[config.mk]
export PLATFORM = sky130hd
export DESIGN_NAME = bounded_fifo_snapshot_top
export DESIGN_NICKNAME = d
export VERILOG_FILES = /design/src/hw/rtl/bfs_pkg.sv /design/src/hw/rtl/bfs_ram.sv /design/src/hw/rtl/bfs_ctrl.sv /design/src/hw/rtl/bfs_datapath.sv /design/src/hw/rtl/bounded_fifo_snapshot_top.sv
export VERILOG_INCLUDE_DIRS = /design/src /design/src/hw/rtl
export SDC_FILE = /design/constraint.sdc
export NUM_CORES = 1
export LEC_CHECK = 0
export ABC_AREA = 0
export BUFFER_PORTS_ARGS = -buffer_cell sky130_fd_sc_hd__buf_2
export CAP_MARGIN = 20
export CORE_ASPECT_RATIO = 1.75
export CORE_MARGIN = 8
export CORE_UTILIZATION = 42
export DETAILED_ROUTE_END_ITERATION = 10
export PLACE_DENSITY = 0.67
export SKIP_LAST_GASP = 1
export SYNTH_ARGS = -nofsm -noshare
export SYNTH_HDL_FRONTEND = slang
export SYNTH_SLANG_ARGS = --single-unit
[constraint.sdc]
create_clock -name clk_i -period 4.15 [get_ports clk_i]
set_input_delay 0.83 -clock clk_i [delete_from_list [all_inputs] [get_ports clk_i]]
set_output_delay 0.83 -clock clk_i [all_outputs]
set_load 0.005 [all_outputs]
[src/hw/rtl/bounded_fifo_snapshot_top_macros.svh]
// Assertion macros shared by the RTL of the bounded FIFO snapshot block.
// Both forms sample on clk_i; the first is held off while rst_ni is low.
`ifndef BOUNDED_FIFO_SNAPSHOT_TOP_MACROS_SVH
`define BOUNDED_FIFO_SNAPSHOT_TOP_MACROS_SVH

`ifndef SYNTHESIS

`define BFS_ASSERT(lbl, prop, msg) \
  lbl: assert property (@(posedge clk_i) disable iff (!rst_ni) prop) else $error(msg);

`define BFS_ASSERT_ALWAYS(lbl, prop, msg) \
  lbl: assert property (@(posedge clk_i) prop) else $error(msg);

`else

`define BFS_ASSERT(lbl, prop, msg)

`define BFS_ASSERT_ALWAYS(lbl, prop, msg)

`endif

`endif

[src/hw/rtl/bfs_pkg.sv]
`timescale 1ns / 1ps

package bfs_pkg;

  // storage geometry
  localparam int unsigned DEPTH       = 16;
  localparam int unsigned VALUE_WIDTH = 32;

  localparam int unsigned PTR_W = (DEPTH > 1) ? $clog2(DEPTH) : 1;
  localparam int unsigned CNT_W = $clog2(DEPTH + 1);
  localparam int unsigned SUM_W = CNT_W + 1;

  // fixed field widths
  localparam int unsigned VAL_W   = 32;
  localparam int unsigned POS_W   = 4;
  localparam int unsigned TOTAL_W = 5;
  localparam int unsigned MAXC_W  = 5;

  localparam int unsigned STORE_W = (VALUE_WIDTH < VAL_W) ? VALUE_WIDTH : VAL_W;
  localparam int unsigned LIM_W   = (CNT_W > MAXC_W) ? CNT_W : MAXC_W;

  // configuration port
  localparam int unsigned CFG_IDX_W  = 1;
  localparam int unsigned CFG_DATA_W = MAXC_W;

  localparam logic [CFG_IDX_W-1:0] REG_MAX_COUNT      = 1'b0;
  localparam logic [CFG_IDX_W-1:0] REG_DISCARD_NEWEST = 1'b1;

  localparam logic [MAXC_W-1:0] MAX_COUNT_RESET = 5'd10;

  typedef struct packed {
    logic             clear_request;
    logic             add_valid;
    logic [VAL_W-1:0] add_value;
  } in_t;

  typedef struct packed {
    logic [VAL_W-1:0]   entry_value;
    logic [POS_W-1:0]   entry_position;
    logic [TOTAL_W-1:0] entry_total;
    logic               list_empty;
    logic               last_of_run;
  } out_t;

  typedef struct packed {
    logic load;
    logic read;
    logic advance;
  } cmd_t;

  typedef struct packed {
    logic last;
  } stat_t;

  // reduce a sum below 2*DEPTH into a slot index
  function automatic logic [PTR_W-1:0] wrap_slot(input logic [SUM_W-1:0] s);
    logic [SUM_W-1:0] r;
    r = (s >= SUM_W'(DEPTH)) ? (s - SUM_W'(DEPTH)) : s;
    return PTR_W'(r);
  endfunction

endpackage

[src/hw/rtl/bfs_ram.sv]
`timescale 1ns / 1ps

module bfs_ram #(
  parameter int unsigned WIDTH = 32,
  parameter int unsigned DEPTH = 16
) (
  input  logic                                       clk_i,
  input  logic                                       we_i,
  input  logic [((DEPTH > 1) ? $clog2(DEPTH) : 1)-1:0] waddr_i,
  input  logic [WIDTH-1:0]                           wdata_i,
  input  logic                                       re_i,
  input  logic [((DEPTH > 1) ? $clog2(DEPTH) : 1)-1:0] raddr_i,
  output logic [WIDTH-1:0]                           rdata_o
);

  logic [WIDTH-1:0] mem_q [DEPTH];
  logic [WIDTH-1:0] rdata_q;

  always_ff @(posedge clk_i) begin
    if (we_i) begin
      mem_q[waddr_i] <= wdata_i;
    end
    if (re_i) begin
      rdata_q <= mem_q[raddr_i];
    end
  end

  assign rdata_o = rdata_q;

endmodule

[src/hw/rtl/bfs_ctrl.sv]
`timescale 1ns / 1ps
`include "bounded_fifo_snapshot_top_macros.svh"

module bfs_ctrl import bfs_pkg::*; (
  input  logic  clk_i,
  input  logic  rst_ni,
  input  logic  in_valid_i,
  output logic  in_ready_o,
  output logic  out_valid_o,
  input  logic  out_ready_i,
  input  stat_t stat_i,
  output cmd_t  cmd_o
);

  localparam logic [1:0] ST_IDLE  = 2'd0;
  localparam logic [1:0] ST_FETCH = 2'd1;
  localparam logic [1:0] ST_EMIT  = 2'd2;

  logic [1:0] state_q, state_d;

  always_comb begin
    state_d     = state_q;
    cmd_o       = '0;
    in_ready_o  = 1'b0;
    out_valid_o = 1'b0;
    case (state_q)
      ST_IDLE: begin
        in_ready_o = 1'b1;
        if (in_valid_i) begin
          cmd_o.load = 1'b1;
          state_d    = ST_FETCH;
        end
      end
      ST_FETCH: begin
        // fetch the oldest entry
        cmd_o.read = 1'b1;
        state_d    = ST_EMIT;
      end
      ST_EMIT: begin
        out_valid_o = 1'b1;
        if (out_ready_i) begin
          if (stat_i.last) begin
            state_d = ST_IDLE;
          end else begin
            cmd_o.advance = 1'b1;
            cmd_o.read    = 1'b1;
          end
        end
      end
      default: begin
        state_d = ST_IDLE;
      end
    endcase
  end

  always_ff @(posedge clk_i or negedge rst_ni) begin
    if (!rst_ni) begin
      state_q <= ST_IDLE;
    end else begin
      state_q <= state_d;
    end
  end

  `BFS_ASSERT(a_no_overlap, !(in_ready_o && out_valid_o), "input and output active together")
  `BFS_ASSERT(a_load_fetch, (in_valid_i && in_ready_o) |=> (cmd_o.read && !out_valid_o), "no fetch after load")
  `BFS_ASSERT(a_last_idle, (out_valid_o && out_ready_i && stat_i.last) |=> in_ready_o, "run end did not return to idle")

endmodule

[src/hw/rtl/bfs_datapath.sv]
`timescale 1ns / 1ps
`include "bounded_fifo_snapshot_top_macros.svh"

module bfs_datapath import bfs_pkg::*; (
  input  logic                  clk_i,
  input  logic                  rst_ni,
  input  logic                  cfg_we_i,
  input  logic [CFG_IDX_W-1:0]  cfg_idx_i,
  input  logic [CFG_DATA_W-1:0] cfg_wdata_i,
  input  in_t                   in_data_i,
  output out_t                  out_data_o,
  input  cmd_t                  cmd_i,
  output stat_t                 stat_o
);

  logic [MAXC_W-1:0]  max_count_q;
  logic               discard_newest_q;
  logic [PTR_W-1:0]   ptr_q, ptr_d;
  logic [CNT_W-1:0]   cnt_q, cnt_d;
  logic [PTR_W-1:0]   pos_q;

  logic [CNT_W-1:0]   lim;
  logic [CNT_W-1:0]   h0, h1;
  logic [PTR_W-1:0]   p0, p1;
  logic               wr_en;
  logic [PTR_W-1:0]   wr_addr;
  logic [PTR_W-1:0]   rd_pos;
  logic [PTR_W-1:0]   rd_addr;
  logic [STORE_W-1:0] rd_data;
  logic               empty;

  always_ff @(posedge clk_i or negedge rst_ni) begin
    if (!rst_ni) begin
      max_count_q      <= MAX_COUNT_RESET;
      discard_newest_q <= 1'b0;
    end else if (cfg_we_i) begin
      case (cfg_idx_i)
        REG_MAX_COUNT:      max_count_q      <= cfg_wdata_i;
        REG_DISCARD_NEWEST: discard_newest_q <= cfg_wdata_i[0];
        default:            ;
      endcase
    end
  end

  // clear, append, then trim to the limit
  always_comb begin
    lim = (LIM_W'(max_count_q) > LIM_W'(DEPTH)) ? CNT_W'(DEPTH) : CNT_W'(max_count_q);
    h0  = in_data_i.clear_request ? '0 : cnt_q;
    p0  = in_data_i.clear_request ? '0 : ptr_q;
    h1      = h0;
    p1      = p0;
    wr_en   = 1'b0;
    wr_addr = p0;
    if (cmd_i.load && in_data_i.add_valid) begin
      if (h0 == CNT_W'(DEPTH)) begin
        // full: overwrite the oldest unless the new value is the one dropped
        if (!discard_newest_q) begin
          wr_en = 1'b1;
          p1    = wrap_slot(SUM_W'(p0) + SUM_W'(1));
        end
      end else begin
        wr_en   = 1'b1;
        wr_addr = wrap_slot(SUM_W'(p0) + SUM_W'(h0));
        h1      = h0 + CNT_W'(1);
      end
    end
    cnt_d = h1;
    ptr_d = p1;
    if (h1 > lim) begin
      cnt_d = lim;
      if (!discard_newest_q) begin
        ptr_d = wrap_slot(SUM_W'(p1) + SUM_W'(h1 - lim));
      end
    end
  end

  always_ff @(posedge clk_i or negedge rst_ni) begin
    if (!rst_ni) begin
      ptr_q <= '0;
      cnt_q <= '0;
      pos_q <= '0;
    end else if (cmd_i.load) begin
      ptr_q <= ptr_d;
      cnt_q <= cnt_d;
      pos_q <= '0;
    end else if (cmd_i.advance) begin
      pos_q <= pos_q + PTR_W'(1);
    end
  end

  assign rd_pos  = cmd_i.advance ? (pos_q + PTR_W'(1)) : pos_q;
  assign rd_addr = wrap_slot(SUM_W'(ptr_q) + SUM_W'(rd_pos));

  bfs_ram #(
    .WIDTH(STORE_W),
    .DEPTH(DEPTH)
  ) u_store (
    .clk_i   (clk_i),
    .we_i    (wr_en),
    .waddr_i (wr_addr),
    .wdata_i (STORE_W'(in_data_i.add_value)),
    .re_i    (cmd_i.read),
    .raddr_i (rd_addr),
    .rdata_o (rd_data)
  );

  assign empty       = (cnt_q == '0);
  assign stat_o.last = empty || ((CNT_W'(pos_q) + CNT_W'(1)) == cnt_q);

  assign out_data_o.entry_value    = empty ? '0 : VAL_W'(rd_data);
  assign out_data_o.entry_position = POS_W'(pos_q);
  assign out_data_o.entry_total    = TOTAL_W'(cnt_q);
  assign out_data_o.list_empty     = empty;
  assign out_data_o.last_of_run    = stat_o.last;

  `BFS_ASSERT(a_cnt_bound, cnt_q <= CNT_W'(DEPTH), "held count above depth")
  `BFS_ASSERT(a_ptr_bound, SUM_W'(ptr_q) < SUM_W'(DEPTH), "oldest pointer out of range")
  `BFS_ASSERT(a_pos_bound, empty || (CNT_W'(pos_q) < cnt_q), "read position past held count")

endmodule

[src/hw/rtl/bounded_fifo_snapshot_top.sv]
`timescale 1ns / 1ps
// Channel   Handshake                Payload
// -------   ----------------------   ---------------------------------
// input     in_valid_i / in_ready_o  in_data_i  (clear, add, value)
// output    out_valid_o / out_ready_i out_data_o (one entry per transaction)
// config    cfg_we_i                 cfg_idx_i, cfg_wdata_i
//
// An input transaction is accepted and the list updated, then the oldest entry is
// fetched from the store, then each held entry goes out in its own transaction;
// an empty list still emits one transaction. The single read port of the store
// sets the one-entry-per-cycle output rate while out_ready_i is high.
// Reset empties the list and loads max_count = 10, discard_newest = 0.
// A stalled output holds the current entry; input is taken only between runs.

module bounded_fifo_snapshot_top import bfs_pkg::*; (
  input  logic                  clk_i,
  input  logic                  rst_ni,
  input  logic                  cfg_we_i,
  input  logic [CFG_IDX_W-1:0]  cfg_idx_i,
  input  logic [CFG_DATA_W-1:0] cfg_wdata_i,
  input  logic                  in_valid_i,
  output logic                  in_ready_o,
  input  in_t                   in_data_i,
  output logic                  out_valid_o,
  input  logic                  out_ready_i,
  output out_t                  out_data_o
);

  cmd_t  cmd;
  stat_t stat;

  bfs_ctrl u_ctrl (
    .clk_i       (clk_i),
    .rst_ni      (rst_ni),
    .in_valid_i  (in_valid_i),
    .in_ready_o  (in_ready_o),
    .out_valid_o (out_valid_o),
    .out_ready_i (out_ready_i),
    .stat_i      (stat),
    .cmd_o       (cmd)
  );

  bfs_datapath u_datapath (
    .clk_i       (clk_i),
    .rst_ni      (rst_ni),
    .cfg_we_i    (cfg_we_i),
    .cfg_idx_i   (cfg_idx_i),
    .cfg_wdata_i (cfg_wdata_i),
    .in_data_i   (in_data_i),
    .out_data_o  (out_data_o),
    .cmd_i       (cmd),
    .stat_o      (stat)
  );

endmodule
==> results of run 1 <==
==> metrics by stage <==
stage | setup slack (ns) | power [mW] | util, % | area, um^2 | hold WS, ns
4_1_cts | -0.00404 | 20.4 | 49.8 | 26900 | 0.201
2_1_floorplan | -0.235 | 12.7 | - | 22800 | 0.473
5_1_grt | -0.141 | 21.5 | 50.1 | 27100 | 0.237
3_5_place_dp | -0.191 | 15.7 | 46.8 | 25300 | 0.496
6_report | -0.00763 | 20.6 | 50.1 | 27100 | 0.215
3_3_place_gp | -0.184 | 15.6 | 46.8 | 25300 | 0.489
==> synthesized netlist by cell type, drive strengths merged <==
cell type    n
clkbuf      39
mux2i        3
or4          2
o21ai       21
buf         12
inv         19
or3          2
o21a         2
o211ai       5
o21bai       2
and3         1
nand2b       7
nand4        3
ha          24
and2         3
xor2         6
dfrtp       19
and4b        1
a21oi       11
mux4       159
nor2b       43
nand2       42
xnor2       15
o22ai        1
edfxtp     544
nand3        6
mux2         7
nor3b        1
dfstp        2
a211oi       5
nor3         6
a31oi        5
nor4         4
a31o         1
a21o         6
a311oi       2
and2b        1
fa           5
nor2        37
a22oi        1
==> worst max path at each step <==
stage,from,endpoint,slack (ns),cells past startpoint
6_report,u_datapath.pos_q[1],u_datapath.u_store.rdata_o[17],-0.008,15
3_5_place_dp,in_data_i[33],u_datapath.ptr_q[3],-0.19,18
5_1_grt,u_datapath.pos_q[1],u_datapath.u_store.rdata_o[30],-0.14,17
2_1_floorplan,in_data_i[33],u_datapath.u_store.mem_q[15][0],-0.23,10
4_1_cts,u_datapath.pos_q[0],u_datapath.u_store.rdata_o[11],-0.004,14
3_3_place_gp,in_data_i[33],u_datapath.ptr_q[3],-0.18,18
==> metal layers <==
metal	global-route usage, %	vias up	wire, um
li1	-	4814	-
met1	19.4	5838	19300
met2	30.1	337	27900
met3	2.44	91	2680
met4	5.43	4	1380
met5	0	-	27
==> what timing repair did <==
item                                    4_1_cts  5_1_grt
resized for setup                             6       38
pin swaps                                     2       15
cloned                                        0        2
buffers inserted                              0        5
endpoints found under the setup margin       32       33
==> power by group <==
group	total (mW)	internal, mW	leakage, nW	switching (mW)
Sequential	6.98	6.81	5.16	0.166
Combinational	8.91	4.95	3.15	3.96
Clock	4.68	2.63	0.788	2.05
Total	20.6	14.4	9.11	6.17
==> cells by family (layout without fill, tap and decap cells) <==
logic type	count (synthesis)	in the layout	share of synthesized area, %
multiplexers	169	169	16.7
XOR/XNOR	21	21	0.873
AO/OA/AOI/OAI	62	62	1.73
other	0	2	0
flip-flops	565	565	74.0
buffers and inverters	70	305	1.33
AND/OR/NAND/NOR	159	159	3.59
adder cells (fa/ha/maj)	29	29	1.76
==> worst max-delay path, delay by kind of cell, from the launching register on <==
kind | cells | cell delay, ns
multiplexers | 2 | 0.80
AND/OR/NAND/NOR | 1 | 0.08
XOR/XNOR | 2 | 0.33
adder cells (fa/ha/maj) | 3 | 1.29
buffers and inverters | 4 | 0.43
flip-flops | 1 | 0.41
AO/OA/AOI/OAI | 3 | 0.55
==> sequential cells by signal (all words and copies together) (netlist names) <==
signal / count
u_datapath.u_store.mem_q: 512
u_datapath.u_store.rdata_o: 32
u_datapath.cnt_q: 5
u_datapath.max_count_q: 5
u_datapath.pos_q: 4
u_datapath.ptr_q: 4
u_ctrl.state_q: 2
u_datapath.discard_newest_q: 1
==> layout make-up <==
type	instances	area (um^2)	area share, %
Clock inverter	32	374	1.38
Clock buffer	58	1260	4.65
Tap cell	690	863	3.19
Antenna cell	2	5.00	0.0185
Timing Repair Buffer	196	1790	6.60
Sequential cell	565	16900	62.3
Multi-Input combinational cell	440	5850	21.6
Inverter	19	71.3	0.263
==> results.tsv, run 1 <==
stage	metric	value	unit
pwr	Pwr per Cell Area	759	nW/um^2
critical_path	Worst Path Required	4.48	ns
pwr	P_leak	9.11	nW
timing	Achievable Freq	241	MHz
timing	Slew @ Worst Pin	1.15	ns
yosys	Yosys cell types	54	
critical_path	Critical Setup Path Class	reg -> reg	
cells_and_area	ratio of cells with drive above 1 in the final layout	35.6	%
global_route	GRT Util Overall	16.4	%
routing	Post-DRT Antenna Nets	0	
floorplan	die footprint	62200	um^2
cts	Num CTS Buffers	49	
cts	Root Buffer	clkbuf_16	
timing	final clock skew	0.0194	ns
critical_path	Max FO, Critical Path	8	
critical_path	crit path DAT	4.49	ns
yosys	synthesized area	22800	um^2
cts	clock sinks	565	
routing	initial drt markers	1013	
cells_and_area	Filler cells	4226	
floorplan	Initial Util	42.2	%
cts	Max H-tree Level	2	
critical_path	reg2reg path depth	15	
cells_and_area	most frequent cells in the layout	edfxtp_1, mux4_2, buf_2	
critical_path	reg2reg setup slack	-0.008	ns
global_route	GRT overflow	0	
routing	drt first pass iters	4	
timing	Slew HR	23.3	%
cts	TritonCTS clock tree	yes	
timing	post-layout min period	4.16	ns
cts	CTS Buffer Depth	3	
cts	Clock Latency Late Sink	0.59	ns
outcome	status	complete, but fails checks	
floorplan	Die Ht	324	um
timing	Setup TNS	-0.0241	ns
place	hpwl dp	30200	um
routing	DRC viols	0	
critical_path	worst flop-to-flop path endpoint	u_datapath.u_store.rdata_o[17]	
yosys	Yosys top cell area share	71.7	%
global_route	vias in the first global route	11500	
outcome	violated checks	setup timing	
cells_and_area	final non-filler cell total	2002	
yosys	sequential fraction of the synthesis area	74.0	%
critical_path	critical path's largest stage delay	0.82	ns
timing	setup violators final	4	
timing	Final WS setup	-0.00763	ns
timing	max-slew violation count	0	
yosys	Mapped Cells	1075	
global_route	initial antenna violation count	4	
timing	RSZ-0062 raised after global routing	true	
yosys	top cells by area, synth	edfxtp_1, mux4_2, mux4_1	
cells_and_area	# nets final	1345	
floorplan	Site Rows	113	
critical_path	critical path's slowest cell	fa_4	
critical_path	worst r2r src	u_datapath.pos_q[1]	
global_route	first-pass GRT wire length	74600	um
place	IO buf count	89	
critical_path	crit end category	flop	
floorplan	die span in x	192	um
critical_path	crit path launch type	flop	
routing	Vias/cell	5.54	
yosys	Synth Register Bits	565	
global_route	largest net degree at the start of global routing	33	
yosys	mean area per synthesized cell	21.2	um^2
critical_path	crit-path cells	ha_4, xnor2_2, o211ai_1, a21o_1, o22ai_4, nor2_4, xor2_2, ha_4, inv_2, fa_4, buf_12, clkbuf_16, buf_12, mux4_2, mux4_2	
timing	Final Cycle Share	100	%
routing	total number of vias	11100	
yosys	Synth Warn #	0	
cells_and_area	most common cell after layout, fill and taps aside	edfxtp_1	
place	Placed Cells incl. Taps	1904	
yosys	Synth Net Count	1149	
routing	routed length per instance	25.6	um
yosys	area leader, netlist	edfxtp_1	
flow_run	max_cap viols	0	
pwr	peak supply drop	0.000425	V
floorplan	Core Region	54000	um^2
floorplan	io pins	90	
place	Placer Congestion	0.842	
cts	Post-CTS Hold Buffers	0	
cells_and_area	P&R area growth vs syn	18.9	%
routing	Detailed Route WL	51300	um
cts	clock transition at the registers of the reported paths	0.06	ns
min_path	worst hold-check path type	in -> async	
timing	Hold Vio Cnt, Final	0	
(Power assumes the default switching activity.)
==> run 2, diff against run 1 <==
--- a/config.mk
+++ b/config.mk
@@ -6,7 +6,7 @@
 export SDC_FILE = /design/constraint.sdc
 export NUM_CORES = 1
 export LEC_CHECK = 0
-export ABC_AREA = 0
+export ABC_AREA = 1
 export BUFFER_PORTS_ARGS = -buffer_cell sky130_fd_sc_hd__buf_2
 export CAP_MARGIN = 20
 export CORE_ASPECT_RATIO = 1.75
==> constraint.sdc (replaced) <==
create_clock -name clk_i -period 4.15 [get_ports clk_i]
set_input_delay 0.83 -clock clk_i [delete_from_list [all_inputs] [get_ports clk_i]]
set_output_delay 0.83 -clock clk_i [all_outputs]
set_load 0.05 [all_outputs]
==> results.tsv, run 2 <==
stage	metric	value	unit
global_route	GRT overflow	0	
place	Placer Congestion	0.845	
cts	post-CTS resize count	0	
yosys	synthesized area	23400	um^2
timing	setup violators final	0	
flow_run	max_cap viols	0	
critical_path	crit path launch type	flop	
place	DP Worst Slack	0.151	ns
yosys	Yosys cell types	37	
global_route	initial antenna violation count	4	
timing	Final Cycle Share	94.2	%
routing	drt first pass iters	5	
cells_and_area	most common cell after layout, fill and taps aside	edfxtp_1	
cells_and_area	Final Core Density	48.3	%
floorplan	Initial Util	42.5	%
yosys	Yosys top cell area share	69.7	%
cts	TritonCTS clock tree	yes	
critical_path	Critical Setup Path Class	reg -> reg	
cts	clock transition at the registers of the reported paths	0.06	ns
cts	Post CTS Setup Buffer Count	0	
routing	routed length per instance	22.2	um
critical_path	Worst Path Required	4.58	ns
cells_and_area	# nets final	2059	
cells_and_area	max reg flops	512	
place	IO buf count	89	
cts	clock sinks	565	
pwr	peak supply drop	0.000674	V
timing	Setup TNS	0	ns
critical_path	crit path DAT	4.33	ns
yosys	sequential fraction of the synthesis area	71.9	%
cts	Num CTS Buffers	49	
critical_path	critical path's slowest cell	fa_2	
cells_and_area	most frequent cells in the layout	edfxtp_1, nand2_1, o21ai_0	
floorplan	io pins	90	
timing	Slew @ Worst Pin	0.727	ns
routing	DRC viols	0	
critical_path	critical path's largest stage delay	0.50	ns
yosys	Post-synth top cells	edfxtp_1, nand2_1, o21ai_0, nor2_1, inv_1	
place	Area after DPL	25100	um^2
global_route	largest net degree at the start of global routing	105	
yosys	top cells by area, synth	edfxtp_1, nand2_1, o21ai_0	
place	Placed Cells incl. Taps	2630	
timing	Slew HR	51.5	%
routing	Detailed Route WL	60300	um
timing	Achievable Freq	256	MHz
cts	Clock Latency Late Sink	0.58	ns
pwr	P_leak	9.70	nW
floorplan	Die Ht	329	um
pwr	Pwr per Cell Area	850	nW/um^2
critical_path	Max FO, Critical Path	53	
timing	RSZ-0062 raised after global routing	true	
routing	initial drt markers	1212	
timing	max-slew violation count	0	
yosys	ys async rst share	3.72	%
critical_path	most used cell, CP	nand2_1	
yosys	Post-synth top flop	edfxtp_1	
yosys	Post-synth EDFFs	544	
critical_path	crit end category	flop	
yosys	area leader, netlist	edfxtp_1	
cells_and_area	P&R area growth vs syn	13.7	%
floorplan	die span in x	195	um
pwr	Total Power	22.7	mW
yosys	Synth Warn #	0	
yosys	Mapped Cells	1907	
global_route	GRT Util Overall	18.7	%
critical_path	crit-path cells	ha_1, inv_1, nand2_1, nand2_1, nand3_1, nor2_2, nand2_1, nand4_2, xor2_1, inv_1, ha_4, inv_1, fa_2, inv_6, buf_16, a21oi_1, a32o_1, o21ai_0, nand3_1, nand2_1	
routing	Vias/cell	5.68	
yosys	count leader, synth	edfxtp_1	
yosys	mean area per synthesized cell	12.3	um^2
cells_and_area	largest reg by FF count	u_datapath.u_store.mem_q	
cts	Max H-tree Level	2	
timing	post-layout min period	3.91	ns
timing	Final WS setup	0.242	ns
floorplan	Site Rows	114	
floorplan	Core Region	55200	um^2
cts	Root Buffer	clkbuf_16	
timing	worst hold margin	0.215	ns
cells_and_area	Filler cells	4717	
cells_and_area	ratio of cells with drive above 1 in the final layout	11.8	%
yosys	Synth Register Bits	565	
cells_and_area	final instance area	26700	um^2
floorplan	die footprint	63900	um^2
place	hpwl dp	35600	um
global_route	first-pass GRT wire length	92400	um
cells_and_area	final non-filler cell total	2721	
outcome	status	complete, no violations	
cts	CTS Buffer Depth	3	
cts	Post-CTS Hold Buffers	0	
timing	final clock skew	0.0296	ns
global_route	vias in the first global route	15800	
timing	Hold Vio Cnt, Final	0	
min_path	worst hold-check path type	in -> async	
routing	total number of vias	15500	
routing	Post-DRT Antenna Nets	0	
yosys	Synth Net Count	1981	
-- run 2: final timing paths --
path                                     startpoint                             end  slack, ns  depth (start not counted)
worst min register to register  u_datapath.ptr_q[3]             u_datapath.ptr_q[3]       0.49                          2
worst min-delay path                         rst_ni             u_datapath.cnt_q[3]       0.21                          1
worst max-delay path            u_datapath.pos_q[0]  u_datapath.u_store.rdata_o[12]       0.24                         20
worst max register to register  u_datapath.pos_q[0]  u_datapath.u_store.rdata_o[12]       0.24                         20
min in group clk_i                        cfg_idx_i     u_datapath.discard_newest_q       0.48                          2
max in group asynchronous                    rst_ni       u_datapath.max_count_q[1]       3.56                          1
-- run 2: cells by family after synthesis --
logic type | after synthesis | share of synthesized area (%)
and+or+nand+nor | 648 | 11.0
DFF | 565 | 71.9
AOI/OAI and AO/OA | 437 | 11.1
buffers and inverters | 216 | 3.80
adders and majority gates | 29 | 1.71
xor gates and xnor gates | 12 | 0.448
-- run 2: area by class of cell --
type	count	area (um^2)	area share, %
Tap cell	696	871	3.27
Timing Repair Buffer	141	1130	4.24
Sequential cell	565	16900	63.3
Clock buffer	59	1280	4.82
Clock inverter	31	267	1.00
Multi-Input combinational cell	1126	5850	21.9
Antenna cell	1	2.50	0.00939
Inverter	102	393	1.47
-- run 2: critical path, delay by kind of cell, from the launching register on --
family / cells / cell delay [ns]
buffers and inverters: 5 / 0.74
adder cells (fa/ha/maj): 3 / 1.03
AND/OR/NAND/NOR: 8 / 0.81
XOR/XNOR: 1 / 0.20
flip-flops: 1 / 0.46
AO/OA/AOI/OAI: 3 / 0.45
-- run 2: where the power goes --
group	internal, mW	switching, mW	total, mW	leakage (nW)
Sequential	6.85	0.205	7.05	5.17
Combinational	3.58	7.55	11.1	3.79
Clock	2.46	2.00	4.47	0.744
Total	12.9	9.76	22.7	9.70
-- run 2: layer usage --
metal	wire, um	track usage [%]	up-vias	share of wire, %
li1	-	-	7015	-
met1	23200	22.0	7713	39
met2	31100	33.3	587	52
met3	3640	2.99	146	6.0
met4	2320	8.19	6	3.8
met5	41	0	-	0.068
